==> src/rtl/closest_pair_min_sq_distance_defines.svh <==
// ----------------------------------------------------------------------------
// closest pair assertion macros
// shared concurrent assertion forms used by the rtl blocks
// ----------------------------------------------------------------------------
`ifndef CLOSEST_PAIR_MIN_SQ_DISTANCE_DEFINES_SVH
`define CLOSEST_PAIR_MIN_SQ_DISTANCE_DEFINES_SVH

// same-cycle implication
`define CPMSD_ASSERT_NOW(label, clk, rst, ante, cons, msg) \
   label: assert property (@(posedge clk) disable iff (rst) (ante) |-> (cons)) \
      else $error(msg);

// next-cycle implication
`define CPMSD_ASSERT_NEXT(label, clk, rst, ante, cons, msg) \
   label: assert property (@(posedge clk) disable iff (rst) (ante) |=> (cons)) \
      else $error(msg);

`endif

==> src/rtl/cpmsd_pkg.sv <==
// ----------------------------------------------------------------------------
// cpmsd_pkg
// types and constants shared by the closest pair blocks
// ----------------------------------------------------------------------------
package cpmsd_pkg;

   localparam int MAX_POINTS_DEFAULT = 64;
   localparam int COORD_BITS         = 16;
   localparam int DIST_BITS          = 33;
   localparam int COUNT_OUT_BITS     = 7;
   localparam int QCNT_BITS          = 13;
   localparam int QUEUE_DEPTH        = 2;

   typedef logic signed [COORD_BITS-1:0] coord_type;
   typedef logic [DIST_BITS-1:0]         dist_type;

   typedef struct packed {
      coord_type x_coord;
      coord_type y_coord;
      logic      last_point;
   } req_payload_type;

   typedef struct packed {
      dist_type                  min_sq_distance;
      logic                      no_pair;
      logic                      points_dropped;
      logic [COUNT_OUT_BITS-1:0] point_count;
   } rsp_payload_type;

   // one classified point between the front and the back
   typedef struct packed {
      coord_type            x_coord;
      coord_type            y_coord;
      logic                 last_point;
      logic                 store;
      logic                 dropped;
      logic [QCNT_BITS-1:0] cnt;
   } queue_entry_type;

endpackage

==> src/rtl/cpmsd_stream_if.sv <==
// ----------------------------------------------------------------------------
// cpmsd_stream_if
// valid/ready channel carrying one payload beat
// ----------------------------------------------------------------------------
interface cpmsd_stream_if #(
   parameter type payload_type = logic [0:0]
);
   logic        valid;
   logic        ready;
   payload_type payload;

   modport source (output valid, output payload, input ready);
   modport sink   (input valid, input payload, output ready);
endinterface

==> src/rtl/cpmsd_queue.sv <==
// ----------------------------------------------------------------------------
// cpmsd_queue
// short fifo of classified points between front and back
// ----------------------------------------------------------------------------
module cpmsd_queue (
   input  logic                       clock,
   input  logic                       reset,
   input  logic                       push,
   input  cpmsd_pkg::queue_entry_type entry_in,
   output logic                       full,
   input  logic                       pop,
   output logic                       head_valid,
   output cpmsd_pkg::queue_entry_type head
);
   import cpmsd_pkg::*;

   localparam int PTR_W = (QUEUE_DEPTH > 1) ? $clog2(QUEUE_DEPTH) : 1;
   localparam int FILL_W = $clog2(QUEUE_DEPTH + 1);

   queue_entry_type    slot_ff [QUEUE_DEPTH];
   logic [PTR_W-1:0]   wr_ptr_ff, wr_ptr_in;
   logic [PTR_W-1:0]   rd_ptr_ff, rd_ptr_in;
   logic [FILL_W-1:0]  fill_ff, fill_in;
   logic               do_push, do_pop;

   assign full       = (fill_ff == FILL_W'(QUEUE_DEPTH));
   assign head_valid = (fill_ff != '0);
   assign head       = slot_ff[rd_ptr_ff];
   assign do_push    = push && !full;
   assign do_pop     = pop && head_valid;

   always_comb begin
      wr_ptr_in = wr_ptr_ff;
      rd_ptr_in = rd_ptr_ff;
      fill_in   = fill_ff;
      if (do_push) begin
         wr_ptr_in = (wr_ptr_ff == PTR_W'(QUEUE_DEPTH - 1)) ? '0 : PTR_W'(wr_ptr_ff + 1'b1);
      end
      if (do_pop) begin
         rd_ptr_in = (rd_ptr_ff == PTR_W'(QUEUE_DEPTH - 1)) ? '0 : PTR_W'(rd_ptr_ff + 1'b1);
      end
      if (do_push && !do_pop) begin
         fill_in = FILL_W'(fill_ff + 1'b1);
      end else if (do_pop && !do_push) begin
         fill_in = FILL_W'(fill_ff - 1'b1);
      end
   end

   always_ff @(posedge clock) begin
      if (reset) begin
         wr_ptr_ff <= '0;
         rd_ptr_ff <= '0;
         fill_ff   <= '0;
      end else begin
         wr_ptr_ff <= wr_ptr_in;
         rd_ptr_ff <= rd_ptr_in;
         fill_ff   <= fill_in;
      end
   end

   always_ff @(posedge clock) begin
      if (do_push) begin
         slot_ff[wr_ptr_ff] <= entry_in;
      end
   end

endmodule

==> src/rtl/cpmsd_front.sv <==
// ----------------------------------------------------------------------------
// cpmsd_front
// accepts point beats, decides store or drop, tracks set count and overflow
// ----------------------------------------------------------------------------
module cpmsd_front #(
   parameter int MAX_POINTS = cpmsd_pkg::MAX_POINTS_DEFAULT
) (
   input  logic                       clock,
   input  logic                       reset,
   cpmsd_stream_if.sink               req_chan,
   output logic                       push,
   output cpmsd_pkg::queue_entry_type entry_out,
   input  logic                       full
);
   import cpmsd_pkg::*;

   localparam int CNT_W = $clog2(MAX_POINTS + 1);

   logic [CNT_W-1:0] cnt_ff, cnt_in;
   logic             ovf_ff, ovf_in;
   logic             store;
   req_payload_type  beat;

   assign beat           = req_chan.payload;
   assign req_chan.ready = !full;
   assign push           = req_chan.valid && !full;
   assign store          = (cnt_ff < CNT_W'(MAX_POINTS));

   always_comb begin
      entry_out.x_coord    = beat.x_coord;
      entry_out.y_coord    = beat.y_coord;
      entry_out.last_point = beat.last_point;
      entry_out.store      = store;
      entry_out.dropped    = ovf_ff || !store;
      entry_out.cnt        = QCNT_BITS'(cnt_ff);
   end

   always_comb begin
      cnt_in = cnt_ff;
      ovf_in = ovf_ff;
      if (push) begin
         if (beat.last_point) begin
            cnt_in = '0;
            ovf_in = 1'b0;
         end else if (store) begin
            cnt_in = CNT_W'(cnt_ff + 1'b1);
         end else begin
            ovf_in = 1'b1;
         end
      end
   end

   always_ff @(posedge clock) begin
      if (reset) begin
         cnt_ff <= '0;
         ovf_ff <= 1'b0;
      end else begin
         cnt_ff <= cnt_in;
         ovf_ff <= ovf_in;
      end
   end

endmodule

==> src/rtl/cpmsd_back.sv <==
// ----------------------------------------------------------------------------
// cpmsd_back
// point store, pipelined distance scan, running minimum and result register
// ----------------------------------------------------------------------------
`include "closest_pair_min_sq_distance_defines.svh"

module cpmsd_back #(
   parameter int MAX_POINTS = cpmsd_pkg::MAX_POINTS_DEFAULT
) (
   input  logic                       clock,
   input  logic                       reset,
   input  logic                       head_valid,
   input  cpmsd_pkg::queue_entry_type head,
   output logic                       pop,
   cpmsd_stream_if.source             rsp_chan
);
   import cpmsd_pkg::*;

   localparam int IDX_W = $clog2(MAX_POINTS);
   localparam int SQ_W  = 2 * COORD_BITS;

   typedef enum logic [1:0] {S_IDLE, S_SCAN, S_DRAIN, S_EMIT} state_type;

   state_type            state_ff, state_in;
   queue_entry_type      cur_ff, cur_in;
   logic [IDX_W-1:0]     scan_idx_ff, scan_idx_in;
   dist_type             min_ff, min_in;
   logic                 rd_v_ff, ad_v_ff, sq_v_ff;
   logic                 rsp_valid_ff, rsp_valid_in;
   rsp_payload_type      rsp_payload_ff, rsp_payload_in;

   coord_type            mem_x [MAX_POINTS];
   coord_type            mem_y [MAX_POINTS];
   coord_type            rd_x_ff, rd_y_ff;
   logic [COORD_BITS-1:0] ad_x_ff, ad_y_ff, ad_x_in, ad_y_in;
   logic [SQ_W-1:0]      sq_x_ff, sq_y_ff;
   logic signed [COORD_BITS:0] dx, dy;
   dist_type             sum;

   logic                 rd_en, wr_en, pipe_busy, last_scan, emit_go, no_pair;
   logic [IDX_W-1:0]     cur_idx, wr_addr;
   logic [QCNT_BITS-1:0] fin_cnt;

   assign pop       = (state_ff == S_IDLE) && head_valid;
   assign wr_en     = pop && head.store;
   assign wr_addr   = head.cnt[IDX_W-1:0];
   assign rd_en     = (state_ff == S_SCAN);
   assign cur_idx   = cur_ff.cnt[IDX_W-1:0];
   assign last_scan = (IDX_W'(scan_idx_ff + 1'b1) == cur_idx);
   assign pipe_busy = rd_v_ff || ad_v_ff || sq_v_ff;
   assign emit_go   = (state_ff == S_EMIT) && (!rsp_valid_ff || rsp_chan.ready);
   assign fin_cnt   = QCNT_BITS'(cur_ff.cnt + QCNT_BITS'(cur_ff.store));
   assign no_pair   = (fin_cnt < QCNT_BITS'(2));

   assign rsp_chan.valid   = rsp_valid_ff;
   assign rsp_chan.payload = rsp_payload_ff;

   // distance datapath
   assign dx      = {rd_x_ff[COORD_BITS-1], rd_x_ff} - {cur_ff.x_coord[COORD_BITS-1], cur_ff.x_coord};
   assign dy      = {rd_y_ff[COORD_BITS-1], rd_y_ff} - {cur_ff.y_coord[COORD_BITS-1], cur_ff.y_coord};
   assign ad_x_in = dx[COORD_BITS] ? COORD_BITS'(-dx) : COORD_BITS'(dx);
   assign ad_y_in = dy[COORD_BITS] ? COORD_BITS'(-dy) : COORD_BITS'(dy);
   assign sum     = DIST_BITS'(sq_x_ff) + DIST_BITS'(sq_y_ff);

   always_comb begin
      state_in       = state_ff;
      cur_in         = cur_ff;
      scan_idx_in    = scan_idx_ff;
      min_in         = min_ff;
      rsp_valid_in   = rsp_valid_ff && !rsp_chan.ready;
      rsp_payload_in = rsp_payload_ff;

      if (sq_v_ff && (sum < min_ff)) begin
         min_in = sum;
      end

      case (state_ff)
         S_IDLE: begin
            if (head_valid) begin
               cur_in      = head;
               scan_idx_in = '0;
               if (head.store && (head.cnt != '0)) begin
                  state_in = S_SCAN;
               end else if (head.last_point) begin
                  state_in = S_EMIT;
               end
            end
         end
         S_SCAN: begin
            scan_idx_in = IDX_W'(scan_idx_ff + 1'b1);
            if (last_scan) begin
               state_in = S_DRAIN;
            end
         end
         S_DRAIN: begin
            if (!pipe_busy) begin
               state_in = cur_ff.last_point ? S_EMIT : S_IDLE;
            end
         end
         S_EMIT: begin
            if (emit_go) begin
               rsp_valid_in                   = 1'b1;
               rsp_payload_in.min_sq_distance = no_pair ? '0 : min_ff;
               rsp_payload_in.no_pair         = no_pair;
               rsp_payload_in.points_dropped  = cur_ff.dropped;
               rsp_payload_in.point_count     = COUNT_OUT_BITS'(fin_cnt);
               min_in                         = '1;
               state_in                       = S_IDLE;
            end
         end
         default: begin
            state_in = S_IDLE;
         end
      endcase
   end

   always_ff @(posedge clock) begin
      if (reset) begin
         state_ff     <= S_IDLE;
         min_ff       <= '1;
         rd_v_ff      <= 1'b0;
         ad_v_ff      <= 1'b0;
         sq_v_ff      <= 1'b0;
         rsp_valid_ff <= 1'b0;
      end else begin
         state_ff     <= state_in;
         min_ff       <= min_in;
         rd_v_ff      <= rd_en;
         ad_v_ff      <= rd_v_ff;
         sq_v_ff      <= ad_v_ff;
         rsp_valid_ff <= rsp_valid_in;
      end
      cur_ff         <= cur_in;
      scan_idx_ff    <= scan_idx_in;
      rsp_payload_ff <= rsp_payload_in;
   end

   // point store, one write and one registered read per cycle
   always_ff @(posedge clock) begin
      if (wr_en) begin
         mem_x[wr_addr] <= head.x_coord;
         mem_y[wr_addr] <= head.y_coord;
      end
      if (rd_en) begin
         rd_x_ff <= mem_x[scan_idx_ff];
         rd_y_ff <= mem_y[scan_idx_ff];
      end
   end

   always_ff @(posedge clock) begin
      ad_x_ff <= ad_x_in;
      ad_y_ff <= ad_y_in;
      sq_x_ff <= SQ_W'(ad_x_ff) * SQ_W'(ad_x_ff);
      sq_y_ff <= SQ_W'(ad_y_ff) * SQ_W'(ad_y_ff);
   end

   `CPMSD_ASSERT_NOW(a_pipe_only_in_scan, clock, reset,
      pipe_busy, (state_ff == S_SCAN) || (state_ff == S_DRAIN),
      "distance pipeline active outside scan")
   `CPMSD_ASSERT_NOW(a_scan_below_count, clock, reset,
      state_ff == S_SCAN, (scan_idx_ff < cur_idx) && cur_ff.store,
      "scan address beyond stored points")
   `CPMSD_ASSERT_NEXT(a_emit_clears_min, clock, reset,
      emit_go, rsp_valid_ff && (min_ff == '1) && (state_ff == S_IDLE),
      "result load did not clear the set")
   `CPMSD_ASSERT_NOW(a_pop_only_idle, clock, reset,
      pop, (state_ff == S_IDLE) && !pipe_busy,
      "queue popped while busy")

endmodule

==> src/rtl/closest_pair_min_sq_distance.sv <==
// ----------------------------------------------------------------------------
// closest_pair_min_sq_distance
// smallest squared distance between the points of a set
// ----------------------------------------------------------------------------
// usage:
//   req_chan carries one point per beat (x_coord, y_coord, last_point).
//   rsp_chan carries one result beat per set, issued after the point that
//   has last_point set: min_sq_distance, no_pair, points_dropped, point_count.
//   a front stage classifies each point (store or drop past MAX_POINTS) and
//   places it in a two-entry queue; the back stage writes each stored point
//   into the store as it leaves the queue and compares it against the points
//   stored before it, one store read per cycle through a pipelined distance
//   datapath. the back takes the next point from the queue only once the
//   pipeline has drained for the current one. the result of a set is loaded
//   into the output register from the emit state, entered once the scan of
//   its final point has drained or when a final point with nothing to
//   compare leaves the queue.
//   reset empties the queue, the set count and the result register; the
//   point store needs no clearing since only written entries are read.
//   a stalled rsp_chan holds the result in its output register while the
//   next set is still accepted; the back waits only when a new result is
//   ready and the previous one has not been taken.
// ----------------------------------------------------------------------------
module closest_pair_min_sq_distance #(
   parameter int MAX_POINTS = cpmsd_pkg::MAX_POINTS_DEFAULT
) (
   input  logic           clock,
   input  logic           reset,
   cpmsd_stream_if.sink   req_chan,
   cpmsd_stream_if.source rsp_chan
);
   import cpmsd_pkg::*;

   logic            push, full, pop, head_valid;
   queue_entry_type entry, head;

   cpmsd_front #(
      .MAX_POINTS (MAX_POINTS)
   ) u_front (
      .clock     (clock),
      .reset     (reset),
      .req_chan  (req_chan),
      .push      (push),
      .entry_out (entry),
      .full      (full)
   );

   cpmsd_queue u_queue (
      .clock      (clock),
      .reset      (reset),
      .push       (push),
      .entry_in   (entry),
      .full       (full),
      .pop        (pop),
      .head_valid (head_valid),
      .head       (head)
   );

   cpmsd_back #(
      .MAX_POINTS (MAX_POINTS)
   ) u_back (
      .clock      (clock),
      .reset      (reset),
      .head_valid (head_valid),
      .head       (head),
      .pop        (pop),
      .rsp_chan   (rsp_chan)
   );

endmodule

==> src/flat_wrapper.sv <==
// flat-port wrapper written by rule: the top's interface ports become plain ports
module closest_pair_min_sq_distance_flat import cpmsd_pkg::*;
#(
   parameter int MAX_POINTS = cpmsd_pkg::MAX_POINTS_DEFAULT
)
  (clock, reset, req_chan_valid, req_chan_payload, req_chan_ready, rsp_chan_valid, rsp_chan_payload, rsp_chan_ready);
  cpmsd_stream_if #(.payload_type(req_payload_type)) req_chan_i ();
  cpmsd_stream_if #(.payload_type(rsp_payload_type)) rsp_chan_i ();
  input  logic clock;
  input  logic reset;
  input wire logic [$bits(req_chan_i.valid)-1:0] req_chan_valid;
  input wire logic [$bits(req_chan_i.payload)-1:0] req_chan_payload;
  output wire logic [$bits(req_chan_i.ready)-1:0] req_chan_ready;
  output wire logic [$bits(rsp_chan_i.valid)-1:0] rsp_chan_valid;
  output wire logic [$bits(rsp_chan_i.payload)-1:0] rsp_chan_payload;
  input wire logic [$bits(rsp_chan_i.ready)-1:0] rsp_chan_ready;
  assign req_chan_i.valid = req_chan_valid;
  assign req_chan_i.payload = req_chan_payload;
  assign req_chan_ready = req_chan_i.ready;
  assign rsp_chan_valid = rsp_chan_i.valid;
  assign rsp_chan_payload = rsp_chan_i.payload;
  assign rsp_chan_i.ready = rsp_chan_ready;
  closest_pair_min_sq_distance #(.MAX_POINTS(MAX_POINTS)) u_core (.clock(clock), .reset(reset), .req_chan(req_chan_i), .rsp_chan(rsp_chan_i));
endmodule
==> config.mk <==
export PLATFORM = sky130hd
export DESIGN_NAME = closest_pair_min_sq_distance_flat
export DESIGN_NICKNAME = d
export VERILOG_FILES = /design/src/rtl/cpmsd_pkg.sv /design/src/rtl/cpmsd_stream_if.sv /design/src/rtl/cpmsd_queue.sv /design/src/rtl/cpmsd_front.sv /design/src/rtl/cpmsd_back.sv /design/src/rtl/closest_pair_min_sq_distance.sv /design/src/flat_wrapper.sv
export VERILOG_INCLUDE_DIRS = /design/src /design/src/rtl
export SDC_FILE = /design/constraint.sdc
export NUM_CORES = 2
export LEC_CHECK = 0
export ABC_AREA = 0
export BUFFER_PORTS_ARGS = -buffer_cell sky130_fd_sc_hd__buf_2
export CAP_MARGIN = 40
export CORE_MARGIN = 3
export CORE_UTILIZATION = 28
export CTS_BUF_LIST = sky130_fd_sc_hd__clkbuf_8 sky130_fd_sc_hd__clkbuf_16
export CTS_CLUSTER_SIZE = 28
export DETAILED_ROUTE_END_ITERATION = 10
export HOLD_SLACK_MARGIN = 0.12
export PLACE_DENSITY = 0.53
export REMOVE_ABC_BUFFERS = 1
export SLEW_MARGIN = 0
export SYNTH_ARGS = -nofsm -noshare
export SYNTH_HDL_FRONTEND = slang
export SYNTH_HIERARCHICAL = 1
export SYNTH_SLANG_ARGS = --single-unit
==> constraint.sdc <==
create_clock -name clock -period 14.46 [get_ports clock]
set_input_delay 0.723 -clock clock [delete_from_list [all_inputs] [get_ports clock]]
set_output_delay 0.723 -clock clock [all_outputs]
set_load 0.005 [all_outputs]
==> results.ini <==
[global_routing]
grt_antenna_before_repair = 28
grt_pass1_vias = 57550
overflow = 0
grtUsageTotal = 0.1410
grt_pass1_wl_um = 410400
grt_max_degree = 89

[synthesis]
ys.warnings.count = 6
synth_top_area_frac = 0.6273
syn-instance-count = 5995
syn_avg_cell_area_um2 = 18.14
synth_area_um2 = 108800
synth_seq_cells = 2418
synth_edf_count = 2272
ys_types = 86
synthFlopType = edfxtp_1
seq_area_frac_synth = 0.6542
synth_top_cell_by_area = edfxtp_1
synth_area_leaders = edfxtp_1 63%, mux4_2 14%, fa_1 6.0%
postSynth.asyncResetShare = 0

[worst_setup_path]
cp-startpoint = u_core/u_back/ad_x_ff[3]
r2r_setup_slack_ps = 7540
r2r-end = u_core/u_back/sq_x_ff[28]
critical_path_class = flop to flop
crit_arrival_ps = 7600
worstPathRequired_ps = 15140
cp_max_fo = 13
cp-start-kind = flop
r2r-start = u_core/u_back/ad_x_ff[3]
end_kind = flop
reg2reg_depth = 23

[clocking]
cts_buffer_depth = 4
cts_tree = done
cts.sinks = 2418
postCtsSetupBuffers = 0
root_buffer = clkbuf_16
h-tree-depth = 4
cts_hold_buf = 33
cts_resized = 0
clk_latency_ps = 920
clkSlewWorstSetupHoldPaths_ps = 70
cts_buffers = 242

[placed_design]
place_area_um2 = 116400
numPortBuffers = 80
hpwl_um = 167100
place_congestion = 0.8068

[finish]
postLayoutCoreUtil = 0.3220
final_layout_size_suffix_gt1_frac = 0.2188
fillers = 37180
fin_area_um2 = 124400
fin_nets = 6918
area_delta_synth_final_pct = 14.37
regArea_um2 = 71150
multiInputGateArea_um2 = 34610

[timing]
whs_ps = 329.2
worstMarginPinSlew_ps = 928.3
finalHoldViolations = 0
slew_headroom = 0.3811
finalClockSkew_ps = 133.3
rsz0062_at_grt = no
setup_viol = 0
fmax_mhz = 144.4
min_period_over_period = 0.4788
maxSlewViolCount = 0
period_minus_slack_ps = 6924

[floorplan]
design.die.area_um2 = 395900
num_rows = 228
core_area_um2 = 386300
die_h_um = 629.2
die_width_um = 629.2
start_util = 0.2816
io_pins = 81

[worst_hold_path]
holdPathStages = 2
whs_endpoint = u_core/u_queue/fill_ff[0]
hold_start = reset
hp-class = input port to flop

[routing]
ant_nets = 0
drtPass1Iterations = 5
via_count = 54890
drt_wl_total_um = 282500
routedWlPerCell_um = 24.30
vias_per_cell = 4.722
drc_errors = 0
drt_iter0_markers = 5144

[outcome]
status = finished, final reports clean

[run]
maxCapViolations = 0

metrics by stage:
stage	cells	setup slack, ps	setup TNS [ps]
detailed placement	11150	7590	0
global route	11620	7033	0
global placement	11130	7544	0
CTS	11610	7509	0
finish	11620	7536	0
floorplan	5739	-7411	-277440
per-layer routing:
layer | share of wire | global-route usage | routed length [µm] | vias up
met4 | 0.022 | 0.03047 | 6196 | 6
met2 | 0.49 | 0.2376 | 138500 | 1473
met1 | 0.43 | 0.1932 | 121900 | 29630
li1 | - | - | - | 23440
met3 | 0.056 | 0.02004 | 15830 | 340
met5 | 0.00012 | 0 | 34 | -
layout by cell type (no fill, tap or decap), types with 80 or more instances in the layout:
cell type     n
mux4_2      668
nor2_1      151
xnor2_1     111
ha_1        306
buf_4       133
a21oi_1     112
fa_1        326
inv_1       663
clkbuf_16   244
dfxtp_1     145
buf_2        80
edfxtp_1   2272
nand2_1     243
registers in the layout (all words and copies together), names as in the netlist, 6 cells and up, named ones only:
name,count
u_core/u_front/cnt_ff,7
u_core/u_queue/slot_ff,96
u_core/u_back/sq_y_ff,31
u_core/u_back/rd_x_ff,16
u_core/u_back/sq_x_ff,31
u_core/u_back/mem_x,1024
u_core/u_back/scan_idx_ff,6
u_core/u_back/ad_x_ff,16
u_core/u_back/min_ff,33
u_core/u_back/cur_ff,48
u_core/u_back/rsp_chan.payload,42
u_core/u_back/rd_y_ff,16
u_core/u_back/mem_y,1024
u_core/u_back/ad_y_ff,16
cell usage after synthesis (9+ instances only):
| cell | instances |
|---|---|
| o31ai_1 | 15 |
| nor4_1 | 11 |
| o21bai_1 | 15 |
| o211ai_1 | 14 |
| a21o_1 | 65 |
| buf_2 | 42 |
| edfxtp_1 | 2272 |
| mux2i_1 | 30 |
| or2_2 | 14 |
| xnor2_1 | 111 |
| nand2_1 | 244 |
| a21oi_1 | 112 |
| nor3_1 | 27 |
| o21a_1 | 14 |
| nor2_1 | 216 |
| clkbuf_1 | 155 |
| or4_1 | 9 |
| buf_4 | 41 |
| nor2b_1 | 30 |
| xor2_1 | 54 |
| mux4_2 | 668 |
| mux2_2 | 55 |
| nand3_1 | 43 |
| fa_1 | 326 |
| nand4_1 | 13 |
| buf_1 | 19 |
| nand3b_1 | 10 |
| a31oi_1 | 10 |
| and2_1 | 74 |
| or3_1 | 13 |
| o21ai_0 | 57 |
| nand2b_1 | 19 |
| dfxtp_1 | 146 |
| and3_1 | 20 |
| inv_1 | 612 |
| ha_1 | 306 |
worst max path at each step:
stage	endpoint	slack (ps)	depth (start not counted)
global route	u_core/u_back/sq_x_ff[29]	7030	22
global placement	u_core/u_back/sq_x_ff[31]	7540	23
CTS	u_core/u_back/sq_x_ff[29]	7510	20
floorplan	u_core/u_back/state_ff[1]	-7410	8
finish	u_core/u_back/sq_x_ff[28]	7540	23
detailed placement	u_core/u_back/sq_x_ff[29]	7590	22
area by class of cell:
class / instances / share of cell area
flip-flops and latches: 2418 / 0.5720
multi-input cells: 2709 / 0.2783
well taps: 5175 / 0.05206
clock buffers: 247 / 0.04942
inverters: 612 / 0.01847
repair buffers: 266 / 0.01744
clock inverters: 187 / 0.01209
diodes: 10 / 0.0002012
logic make-up (layout without fill, tap and decap cells):
kind of cell    Yosys count  count (layout)  share of synthesized area
compound gates          384             384                    0.02440
xor+xnor                165             165                    0.01329
fa+ha+maj               632             632                    0.09522
buf+inv                 873            1312                    0.03231
flops                  2418            2418                     0.6542
mux                     753             753                     0.1468
other cells               1              16                 0.00003448
simple gates            769             769                    0.03374
critical path, cell delays in order, from the launching register on:
cell and delay (ps):
dfxtp_1 500, nand2_1 210, inv_1 80, fa_1 530, inv_1 50, fa_1 520, inv_1 50, fa_1 500
inv_1 60, fa_1 530, inv_1 50, fa_1 470, inv_1 50, fa_1 480, inv_1 40, ha_1 350
and3_1 230, and3_1 180, a21oi_1 300, a21oi_1 270, a221o_1 460, a41oi_1 470, nor4_1 80, a311o_1 290
Power is not shown: default switching activity piles up to over one toggle a cycle in this logic, so the estimate is an artifact.
